File: src/ptt_pkg.sv
package ptt_pkg;

    // Field widths
    localparam int ID_W     = 16;
    localparam int PER_W    = 16;
    localparam int TIME_W   = 32;
    localparam int INC_W    = 20;
    localparam int ENTRY_W  = ID_W + 2 * TIME_W;

    // Register file
    localparam int APB_AW   = 3;
    localparam int APB_DW   = 32;
    localparam logic [INC_W-1:0] INC_RESET = 20'd1000;

    // Period scale
    localparam logic [9:0] US_PER_MS = 10'd1000;

    // Command codes
    localparam logic [1:0] CMD_ADD     = 2'd0;
    localparam logic [1:0] CMD_REMOVE  = 2'd1;
    localparam logic [1:0] CMD_TICK    = 2'd2;
    localparam logic [1:0] CMD_SERVICE = 2'd3;

    // Result kinds
    localparam logic [1:0] KIND_STATUS = 2'd0;
    localparam logic [1:0] KIND_FIRED  = 2'd1;
    localparam logic [1:0] KIND_NONE   = 2'd2;

    // Status codes
    localparam logic [1:0] ST_OK        = 2'd0;
    localparam logic [1:0] ST_DUPLICATE = 2'd1;
    localparam logic [1:0] ST_FULL      = 2'd2;
    localparam logic [1:0] ST_NOT_FOUND = 2'd3;

endpackage

File: src/ptt_ram.sv
module ptt_ram #(
    parameter int WIDTH = 80,
    parameter int DEPTH = 16
) (
    input  logic                                     i_clk,
    input  logic                                     i_we,
    input  logic [$clog2(DEPTH > 1 ? DEPTH : 2)-1:0] i_waddr,
    input  logic [WIDTH-1:0]                         i_wdata,
    input  logic [$clog2(DEPTH > 1 ? DEPTH : 2)-1:0] i_raddr,
    output logic [WIDTH-1:0]                         o_rdata
);

    logic [WIDTH-1:0] r_mem [DEPTH];
    logic [WIDTH-1:0] r_rdata;

    // Write one entry, register the read
    always_ff @(posedge i_clk) begin
        if (i_we) begin
            r_mem[i_waddr] <= i_wdata;
        end
        r_rdata <= r_mem[i_raddr];
    end

    assign o_rdata = r_rdata;

endmodule

File: src/periodic_task_timer_table.sv
// Periodic task timer table.
// Input channel (i_valid / o_stall) takes one command transaction: add task,
// remove task, timer tick or service pass. Output channel (o_valid / i_stall)
// returns result transactions; o_last marks the final result of a command.
// The APB port holds tick_increment_us at address 0 (pready always high).
// A tick gives no result. After the accept state, an add or remove over N
// entries passes a read and a check state per entry searched, a decision
// state and a state that loads the result; a remove passes a read and a
// write state per later entry moved up in place of the entries it no
// longer searches. A charging service pass takes the accept state, a read
// and a check state per entry and a closing state; a repeated service goes
// straight to the closing state. Entries are visited one at a time: the
// table memory has one registered read port, and one accumulate-and-compare
// unit is shared by all. o_stall is high while a command is in progress.
// A result waits in the output register while the receiver stalls; a service
// pass pauses on the next fired task until that register is free, and a new
// command is taken even while the last result still waits.
// Synchronous reset empties the table, clears the time counters and loads
// the tick increment with 1000 us.
module periodic_task_timer_table #(
    parameter int MAX_TASKS = 16
) (
    input  logic                          i_clk,
    input  logic                          i_rst_n,
    // command channel
    input  logic                          i_valid,
    output logic                          o_stall,
    input  logic [1:0]                    i_command,
    input  logic [ptt_pkg::ID_W-1:0]      i_task_id,
    input  logic [ptt_pkg::PER_W-1:0]     i_period_ms,
    // result channel
    output logic                          o_valid,
    input  logic                          i_stall,
    output logic [1:0]                    o_kind,
    output logic [ptt_pkg::ID_W-1:0]      o_fired_id,
    output logic [1:0]                    o_status,
    output logic                          o_last,
    // configuration port
    input  logic                          psel,
    input  logic                          penable,
    input  logic                          pwrite,
    input  logic [ptt_pkg::APB_AW-1:0]    paddr,
    input  logic [ptt_pkg::APB_DW-1:0]    pwdata,
    output logic [ptt_pkg::APB_DW-1:0]    prdata,
    output logic                          pready
);
    localparam int IW = (MAX_TASKS > 1) ? $clog2(MAX_TASKS) : 1;
    localparam int CW = $clog2(MAX_TASKS + 1);
    localparam int TW = ptt_pkg::TIME_W;
    localparam int DW = ptt_pkg::ID_W;

    typedef enum logic [9:0] {
        S_IDLE     = 10'b0000000001,
        S_FIND_RD  = 10'b0000000010,
        S_FIND_CHK = 10'b0000000100,
        S_DECIDE   = 10'b0000001000,
        S_RM_RD    = 10'b0000010000,
        S_RM_WR    = 10'b0000100000,
        S_SV_RD    = 10'b0001000000,
        S_SV_CHK   = 10'b0010000000,
        S_SV_END   = 10'b0100000000,
        S_EMIT     = 10'b1000000000
    } t_state;

    t_state                     r_state, n_state;
    logic [1:0]                 r_cmd, n_cmd;
    logic [DW-1:0]              r_id, n_id;
    logic [TW-1:0]              r_per_us, n_per_us;
    logic [CW-1:0]              r_idx, n_idx;
    logic [CW-1:0]              r_count, n_count;
    logic                       r_found, n_found;
    logic [1:0]                 r_status, n_status;
    logic [TW-1:0]              r_time_now, n_time_now;
    logic [TW-1:0]              r_time_last, n_time_last;
    logic                       r_serviced, n_serviced;
    logic [TW-1:0]              r_passed, n_passed;
    logic                       r_pend_valid, n_pend_valid;
    logic [DW-1:0]              r_pend_id, n_pend_id;
    logic [ptt_pkg::INC_W-1:0]  r_inc, n_inc;

    logic                       r_out_valid, n_out_valid;
    logic [1:0]                 r_out_kind, n_out_kind;
    logic [DW-1:0]              r_out_id, n_out_id;
    logic [1:0]                 r_out_status, n_out_status;
    logic                       r_out_last, n_out_last;

    // table memory ports
    logic                       w_we;
    logic [IW-1:0]              w_waddr;
    logic [ptt_pkg::ENTRY_W-1:0] w_wdata;
    logic [IW-1:0]              w_raddr;
    logic [ptt_pkg::ENTRY_W-1:0] w_rdata;

    logic [DW-1:0]              w_rd_id;
    logic [TW-1:0]              w_rd_per;
    logic [TW-1:0]              w_rd_elapsed;
    logic [CW-1:0]              w_idx_nxt;
    logic [CW:0]                w_idx_nxt2;
    logic [TW:0]                w_sum;
    logic [TW-1:0]              w_acc;
    logic                       w_fire;
    logic                       w_out_free;
    logic                       w_cfg_we;

    ptt_ram #(
        .WIDTH (ptt_pkg::ENTRY_W),
        .DEPTH (MAX_TASKS)
    ) u_table (
        .i_clk   (i_clk),
        .i_we    (w_we),
        .i_waddr (w_waddr),
        .i_wdata (w_wdata),
        .i_raddr (w_raddr),
        .o_rdata (w_rdata)
    );

    // Split the entry read back from the table
    assign w_rd_id      = w_rdata[ptt_pkg::ENTRY_W-1 -: DW];
    assign w_rd_per     = w_rdata[2*TW-1 -: TW];
    assign w_rd_elapsed = w_rdata[TW-1:0];

    assign w_idx_nxt  = r_idx + CW'(1);
    assign w_idx_nxt2 = {1'b0, w_idx_nxt} + (CW+1)'(1);

    // Shared accumulate unit: saturating add, then compare with the period
    assign w_sum  = {1'b0, w_rd_elapsed} + {1'b0, r_passed};
    assign w_acc  = w_sum[TW] ? {TW{1'b1}} : w_sum[TW-1:0];
    assign w_fire = (w_acc >= w_rd_per);

    assign w_out_free = !r_out_valid || !i_stall;
    assign w_cfg_we   = psel && penable && pwrite;

    // Sequencer
    always_comb begin
        n_state      = r_state;
        n_cmd        = r_cmd;
        n_id         = r_id;
        n_per_us     = r_per_us;
        n_idx        = r_idx;
        n_count      = r_count;
        n_found      = r_found;
        n_status     = r_status;
        n_time_now   = r_time_now;
        n_time_last  = r_time_last;
        n_serviced   = r_serviced;
        n_passed     = r_passed;
        n_pend_valid = r_pend_valid;
        n_pend_id    = r_pend_id;
        n_inc        = r_inc;
        n_out_valid  = r_out_valid;
        n_out_kind   = r_out_kind;
        n_out_id     = r_out_id;
        n_out_status = r_out_status;
        n_out_last   = r_out_last;
        w_we         = 1'b0;
        w_waddr      = r_idx[IW-1:0];
        w_wdata      = w_rdata;
        w_raddr      = r_idx[IW-1:0];

        // drop the result once taken
        if (r_out_valid && !i_stall) begin
            n_out_valid = 1'b0;
        end

        // configuration write
        if (w_cfg_we && !paddr[2]) begin
            n_inc = pwdata[ptt_pkg::INC_W-1:0];
        end

        case (r_state)
            S_IDLE: begin
                if (i_valid) begin
                    n_cmd    = i_command;
                    n_id     = i_task_id;
                    n_per_us = TW'(i_period_ms) * TW'(ptt_pkg::US_PER_MS);
                    n_idx    = '0;
                    n_found  = 1'b0;
                    case (i_command)
                        ptt_pkg::CMD_ADD, ptt_pkg::CMD_REMOVE: begin
                            n_state = (r_count == '0) ? S_DECIDE : S_FIND_RD;
                        end
                        ptt_pkg::CMD_TICK: begin
                            n_time_now = r_time_now + TW'(r_inc);
                            n_serviced = 1'b0;
                        end
                        default: begin
                            n_passed     = r_time_now - r_time_last;
                            n_time_last  = r_time_now;
                            n_pend_valid = 1'b0;
                            n_serviced   = 1'b1;
                            n_state = (!r_serviced && r_count != '0) ? S_SV_RD : S_SV_END;
                        end
                    endcase
                end
            end
            S_FIND_RD: begin
                n_state = S_FIND_CHK;
            end
            S_FIND_CHK: begin
                if (w_rd_id == r_id) begin
                    n_found = 1'b1;
                    n_state = S_DECIDE;
                end else if (w_idx_nxt < r_count) begin
                    n_idx   = w_idx_nxt;
                    n_state = S_FIND_RD;
                end else begin
                    n_state = S_DECIDE;
                end
            end
            S_DECIDE: begin
                n_state = S_EMIT;
                if (r_cmd == ptt_pkg::CMD_ADD) begin
                    if (r_found) begin
                        n_status = ptt_pkg::ST_DUPLICATE;
                    end else if (r_count == CW'(MAX_TASKS)) begin
                        n_status = ptt_pkg::ST_FULL;
                    end else begin
                        // append with a cleared accumulator
                        w_we     = 1'b1;
                        w_waddr  = r_count[IW-1:0];
                        w_wdata  = {r_id, r_per_us, {TW{1'b0}}};
                        n_count  = r_count + CW'(1);
                        n_status = ptt_pkg::ST_OK;
                    end
                end else begin
                    if (!r_found) begin
                        n_status = ptt_pkg::ST_NOT_FOUND;
                    end else begin
                        n_status = ptt_pkg::ST_OK;
                        if (w_idx_nxt < r_count) begin
                            n_state = S_RM_RD;
                        end else begin
                            n_count = r_count - CW'(1);
                        end
                    end
                end
            end
            S_RM_RD: begin
                w_raddr = w_idx_nxt[IW-1:0];
                n_state = S_RM_WR;
            end
            S_RM_WR: begin
                // move the next entry up one slot
                w_raddr = w_idx_nxt[IW-1:0];
                w_we    = 1'b1;
                w_waddr = r_idx[IW-1:0];
                w_wdata = w_rdata;
                n_idx   = w_idx_nxt;
                if (w_idx_nxt2 < {1'b0, r_count}) begin
                    n_state = S_RM_RD;
                end else begin
                    n_count = r_count - CW'(1);
                    n_state = S_EMIT;
                end
            end
            S_SV_RD: begin
                n_state = S_SV_CHK;
            end
            S_SV_CHK: begin
                // hold while a fired task waits for the output register
                if (!w_fire || !r_pend_valid || w_out_free) begin
                    w_we    = 1'b1;
                    w_waddr = r_idx[IW-1:0];
                    w_wdata = {w_rd_id, w_rd_per, (w_fire ? {TW{1'b0}} : w_acc)};
                    if (w_fire) begin
                        if (r_pend_valid) begin
                            n_out_valid  = 1'b1;
                            n_out_kind   = ptt_pkg::KIND_FIRED;
                            n_out_id     = r_pend_id;
                            n_out_status = ptt_pkg::ST_OK;
                            n_out_last   = 1'b0;
                        end
                        n_pend_valid = 1'b1;
                        n_pend_id    = w_rd_id;
                    end
                    if (w_idx_nxt < r_count) begin
                        n_idx   = w_idx_nxt;
                        n_state = S_SV_RD;
                    end else begin
                        n_state = S_SV_END;
                    end
                end
            end
            S_SV_END: begin
                if (w_out_free) begin
                    n_out_valid  = 1'b1;
                    n_out_kind   = r_pend_valid ? ptt_pkg::KIND_FIRED : ptt_pkg::KIND_NONE;
                    n_out_id     = r_pend_valid ? r_pend_id : '0;
                    n_out_status = ptt_pkg::ST_OK;
                    n_out_last   = 1'b1;
                    n_pend_valid = 1'b0;
                    n_state      = S_IDLE;
                end
            end
            S_EMIT: begin
                if (w_out_free) begin
                    n_out_valid  = 1'b1;
                    n_out_kind   = ptt_pkg::KIND_STATUS;
                    n_out_id     = r_id;
                    n_out_status = r_status;
                    n_out_last   = 1'b1;
                    n_state      = S_IDLE;
                end
            end
            default: begin
                n_state = S_IDLE;
            end
        endcase
    end

    // Control registers
    always_ff @(posedge i_clk) begin
        if (!i_rst_n) begin
            r_state      <= S_IDLE;
            r_count      <= '0;
            r_time_now   <= '0;
            r_time_last  <= '0;
            r_serviced   <= 1'b0;
            r_pend_valid <= 1'b0;
            r_inc        <= ptt_pkg::INC_RESET;
            r_out_valid  <= 1'b0;
        end else begin
            r_state      <= n_state;
            r_count      <= n_count;
            r_time_now   <= n_time_now;
            r_time_last  <= n_time_last;
            r_serviced   <= n_serviced;
            r_pend_valid <= n_pend_valid;
            r_inc        <= n_inc;
            r_out_valid  <= n_out_valid;
        end
    end

    // Payload registers
    always_ff @(posedge i_clk) begin
        r_cmd        <= n_cmd;
        r_id         <= n_id;
        r_per_us     <= n_per_us;
        r_idx        <= n_idx;
        r_found      <= n_found;
        r_status     <= n_status;
        r_passed     <= n_passed;
        r_pend_id    <= n_pend_id;
        r_out_kind   <= n_out_kind;
        r_out_id     <= n_out_id;
        r_out_status <= n_out_status;
        r_out_last   <= n_out_last;
    end

    assign o_stall    = (r_state != S_IDLE);
    assign o_valid    = r_out_valid;
    assign o_kind     = r_out_kind;
    assign o_fired_id = r_out_id;
    assign o_status   = r_out_status;
    assign o_last     = r_out_last;

    assign pready = 1'b1;
    assign prdata = paddr[2] ? '0 : ptt_pkg::APB_DW'(r_inc);

endmodule

File: config.mk
export PLATFORM = sky130hd
export DESIGN_NAME = periodic_task_timer_table
export DESIGN_NICKNAME = d
export VERILOG_FILES = /design/src/ptt_pkg.sv /design/src/ptt_ram.sv /design/src/periodic_task_timer_table.sv
export SDC_FILE = /design/constraint.sdc
export NUM_CORES = 2
export LEC_CHECK = 0
export ABC_AREA = 1
export BUFFER_PORTS_ARGS = -buffer_cell sky130_fd_sc_hd__buf_2
export CAP_MARGIN = 15
export CORE_MARGIN = 4
export CORE_UTILIZATION = 41
export DETAILED_ROUTE_END_ITERATION = 10
export GPL_TIMING_DRIVEN = 0
export REMOVE_ABC_BUFFERS = 1
export SETUP_SLACK_MARGIN = 0.02
export SLEW_MARGIN = 20
export SYNTH_ARGS = -nofsm -noshare
export SYNTH_HDL_FRONTEND = slang
export SYNTH_SLANG_ARGS = --single-unit
export TNS_END_PERCENT = 50
File: constraint.sdc
create_clock -name i_clk -period 13 [get_ports i_clk]
set_input_delay 3.25 -clock i_clk [delete_from_list [all_inputs] [get_ports i_clk]]
set_output_delay 3.25 -clock i_clk [all_outputs]
set_load 0.02 [all_outputs]
==> flow_metrics.env <==
export IMPL_status="finished clean"
export IMPL_slew_headroom_pct=26.2
export IMPL_cts_buffers=163
export IMPL_yosysWarnings=0
export IMPL_max_freq_mhz=128
export IMPL_cts_tree="done"
export IMPL_r2r_start="u_table.o_rdata[0]"
export IMPL_vias_per_cell=5.48
export IMPL_rsz0062_at_grt="no"
export IMPL_clk_pin_slew_ns=0.06
export IMPL_start_util_pct=41.4
export IMPL_cts_sinks=1580
export IMPL_clock_path_buffers=3
export IMPL_gp_congestion=0.860
export IMPL_finalSetupTns_ns=0
export IMPL_num_rows=152
export IMPL_grt_ovfl_total=0
export IMPL_first_global_vias=46600
export IMPL_synthMostInstantiatedCell="edfxtp_1"
export IMPL_drtPass1Iterations=6
export IMPL_detail_route_wl_per_cell_um=21.6
export IMPL_synth_seq_cells=1580
export IMPL_maxCapViolCount=0
export IMPL_fin_worst_skew_ns=0.0362
export IMPL_start_kind="register"
export IMPL_critical_path_max_stage_delay_ns=0.70
export IMPL_yosys_most_used_dff="edfxtp_1"
export IMPL_hold_viol_final=0
export IMPL_grtUsageTotal_pct=20.7
export IMPL_ys_async_sr_fraction_pct=0
export IMPL_netlist_area_leader_share_pct=58.9
export IMPL_path_buf_inv=6
export IMPL_cts_resized=0
export IMPL_dpl_hpwl_um=120000
export IMPL_crit_arrival_ns=8.32
export IMPL_num_io_pins=132
export IMPL_syn_to_final_growth_pct=15.0
export IMPL_finalPower_uw=18500
export IMPL_drtIter0Drc=4309
export IMPL_whs_ns=0.467
export IMPL_die_area_mm2=0.180
export IMPL_slowest_stage="a21boi_4"
export IMPL_htree_levels=4
export IMPL_crit_top_cell="nand2_1"
export IMPL_antenna_found_initial=3
export IMPL_setup_viol=0
export IMPL_wl_um=189000
export IMPL_drc=0
export IMPL_p_per_area_mw_per_mm2=226
export IMPL_synth_area_leader_cell="edfxtp_1"
export IMPL_synth_area_leaders="edfxtp_1 (59%), o211ai_1 (6.9%), dfxtp_1 (5.1%)"
export IMPL_worstSetupPathType="reg -> reg"
export IMPL_ys_top_cells_by_count="edfxtp_1 (1398), nand2_1 (906), inv_1 (693)"
export IMPL_ctsHoldBuffers=0
export IMPL_hold_path_class="reg -> reg"
export IMPL_syn_cell_area_mm2=0.0712
export IMPL_min_delay_start="r_time_last[7]"
export IMPL_synth_edf_count=1398
export IMPL_endpoint_kind="register"
export IMPL_startpoint="u_table.o_rdata[0]"
export IMPL_grt_max_degree=140
export IMPL_vias=48100
export IMPL_leakage_uw=0.0302
export IMPL_die_h_um=425
export IMPL_clk_latency_ns=0.81
export IMPL_final_max_slew_viol_count=0
export IMPL_cpLargestDelayFamily="simple AND/OR/NAND/NOR gates"
export IMPL_critical_path_required_ns=13.49
export IMPL_drtAntennaViolNets=0
export IMPL_netlist_instances=6258
export IMPL_synth_area_per_cell_um2=11.4
export IMPL_place_ws_ns=5.15
export IMPL_worst_slew_pin_slew_ns=1.10
export IMPL_synth_seq_area_share_pct=64.1
export IMPL_synth_distinct_cells=59
export IMPL_critical_path_max_fanout=24
export IMPL_min_period_ns=7.83
export IMPL_n_fill_cell=15200
export IMPL_drive_gt1_share_pct=8.20
export IMPL_portBuffers=104
export IMPL_peakVddDrop_uv=143
export IMPL_cts_setup_buffers=0
export IMPL_final_nets=6653
export IMPL_finalCritPeriodShare_pct=60.2
export IMPL_die_width_um=425
export IMPL_clock_tree_root_cell="clkbuf_16"
export IMPL_setup_ws_ns=5.17
export IMPL_core_mm2=0.172
export IMPL_grt_pass1_wl_um=286000
[final timing paths]
check | endpoint | cells after the start | slack (ns)
setup reg to reg | u_table.r_mem[10][53] | 32 | 5.17
hold reg to reg | r_time_last[7] | 2 | 0.47
hold / removal | r_time_last[7] | 2 | 0.47
setup / recovery | u_table.r_mem[10][53] | 32 | 5.17
[cells by family after synthesis]
kind of cell / Yosys count / synth area share, %
AOI/OAI and AO/OA: 1775 / 15.1
xor gates and xnor gates: 87 / 1.07
adders and majority gates: 239 / 4.80
buffers and inverters: 1059 / 6.04
DFF: 1580 / 64.1
other: 2 / 0.0105
and+or+nand+nor: 1516 / 8.91
[per-stage QoR]
step           util (%)  instances  instance area (µm²)
2_1_floorplan         -       5915                69600
3_3_place_gp       42.4       8329                73000
3_5_place_dp       44.6       8483                76800
4_1_cts            47.6       8784                81900
5_1_grt            47.6       8785                81900
6_report           47.6       8787                81900
[cell usage in the layout, fill, tap and decap left out, types with 5 or more instances in the layout]
master        n
a211oi_1     22
a21o_1       17
a21oi_1     513
a31oi_1       8
buf_12       60
buf_16       80
buf_2       103
buf_4         8
buf_8         5
bufinv_16     8
clkbuf_1     53
clkbuf_16   167
clkbuf_8     11
clkinv_1     36
clkinv_2     13
conb_1       13
dfxtp_1     182
edfxtp_1   1398
fa_1         57
ha_1        182
inv_1       691
inv_2         8
inv_6         7
nand2_1     906
nand3_1     271
nand4_1      34
nor2_1      210
nor2_4       19
nor3_1       32
nor4_1        8
o211ai_1    656
o21a_1       11
o21ai_0     437
o21ai_1      77
o21bai_1     10
or2_1         6
or2_2         8
xnor2_1      26
xor2_1       61
[worst register-to-register path, delay by kind of cell, from the launching register on]
kind | cells | cell delay, ns
buffers and inverters | 6 | 1.30
DFF | 1 | 0.43
adders and majority gates | 3 | 0.95
and+or+nand+nor | 20 | 3.49
AOI/OAI and AO/OA | 3 | 1.35
[routing by layer]
metal / up-vias / global-route usage, % / wire, µm
met5: - / 0 / 0
met4: 0 / 5.74 / 4520
met3: 295 / 2.95 / 11500
met2: 1569 / 35.4 / 92900
met1: 23600 / 27.6 / 80400
li1: 22700 / - / -
[power by group]
part | internal (µW) | switching [µW] | total [µW]
Clock | 2590 | 1920 | 4510
Sequential | 6660 | 213 | 6880
Combinational | 2260 | 4870 | 7130
Total | 11500 | 7000 | 18500
[registers in the layout, summed over array words and instances, names as in the netlist, 5 cells and up]
| signal | flops |
|---|---|
| r_id | 16 |
| r_pend_id | 16 |
| r_time_now | 32 |
| r_state | 10 |
| r_passed | 32 |
| r_per_us | 23 |
| r_time_last | 32 |
| u_table.r_mem | 1280 |
| r_idx | 5 |
| r_count | 5 |
| o_fired_id | 16 |
| r_inc | 20 |
| u_table.o_rdata | 80 |
[cell type report]
| cell class | count | area [µm²] | share of cell area, % |
|---|---|---|---|
| diodes | 3 | 7.51 | 0.00916 |
| clock inverters | 70 | 602 | 0.735 |
| inverters | 705 | 2680 | 3.27 |
| multi-input cells | 3630 | 21500 | 26.3 |
| repair buffers | 258 | 4080 | 4.98 |
| flip-flops and latches | 1580 | 45600 | 55.7 |
| well taps | 2310 | 2890 | 3.53 |
| clock buffers | 231 | 4530 | 5.53 |
(Power assumes the default switching activity.)
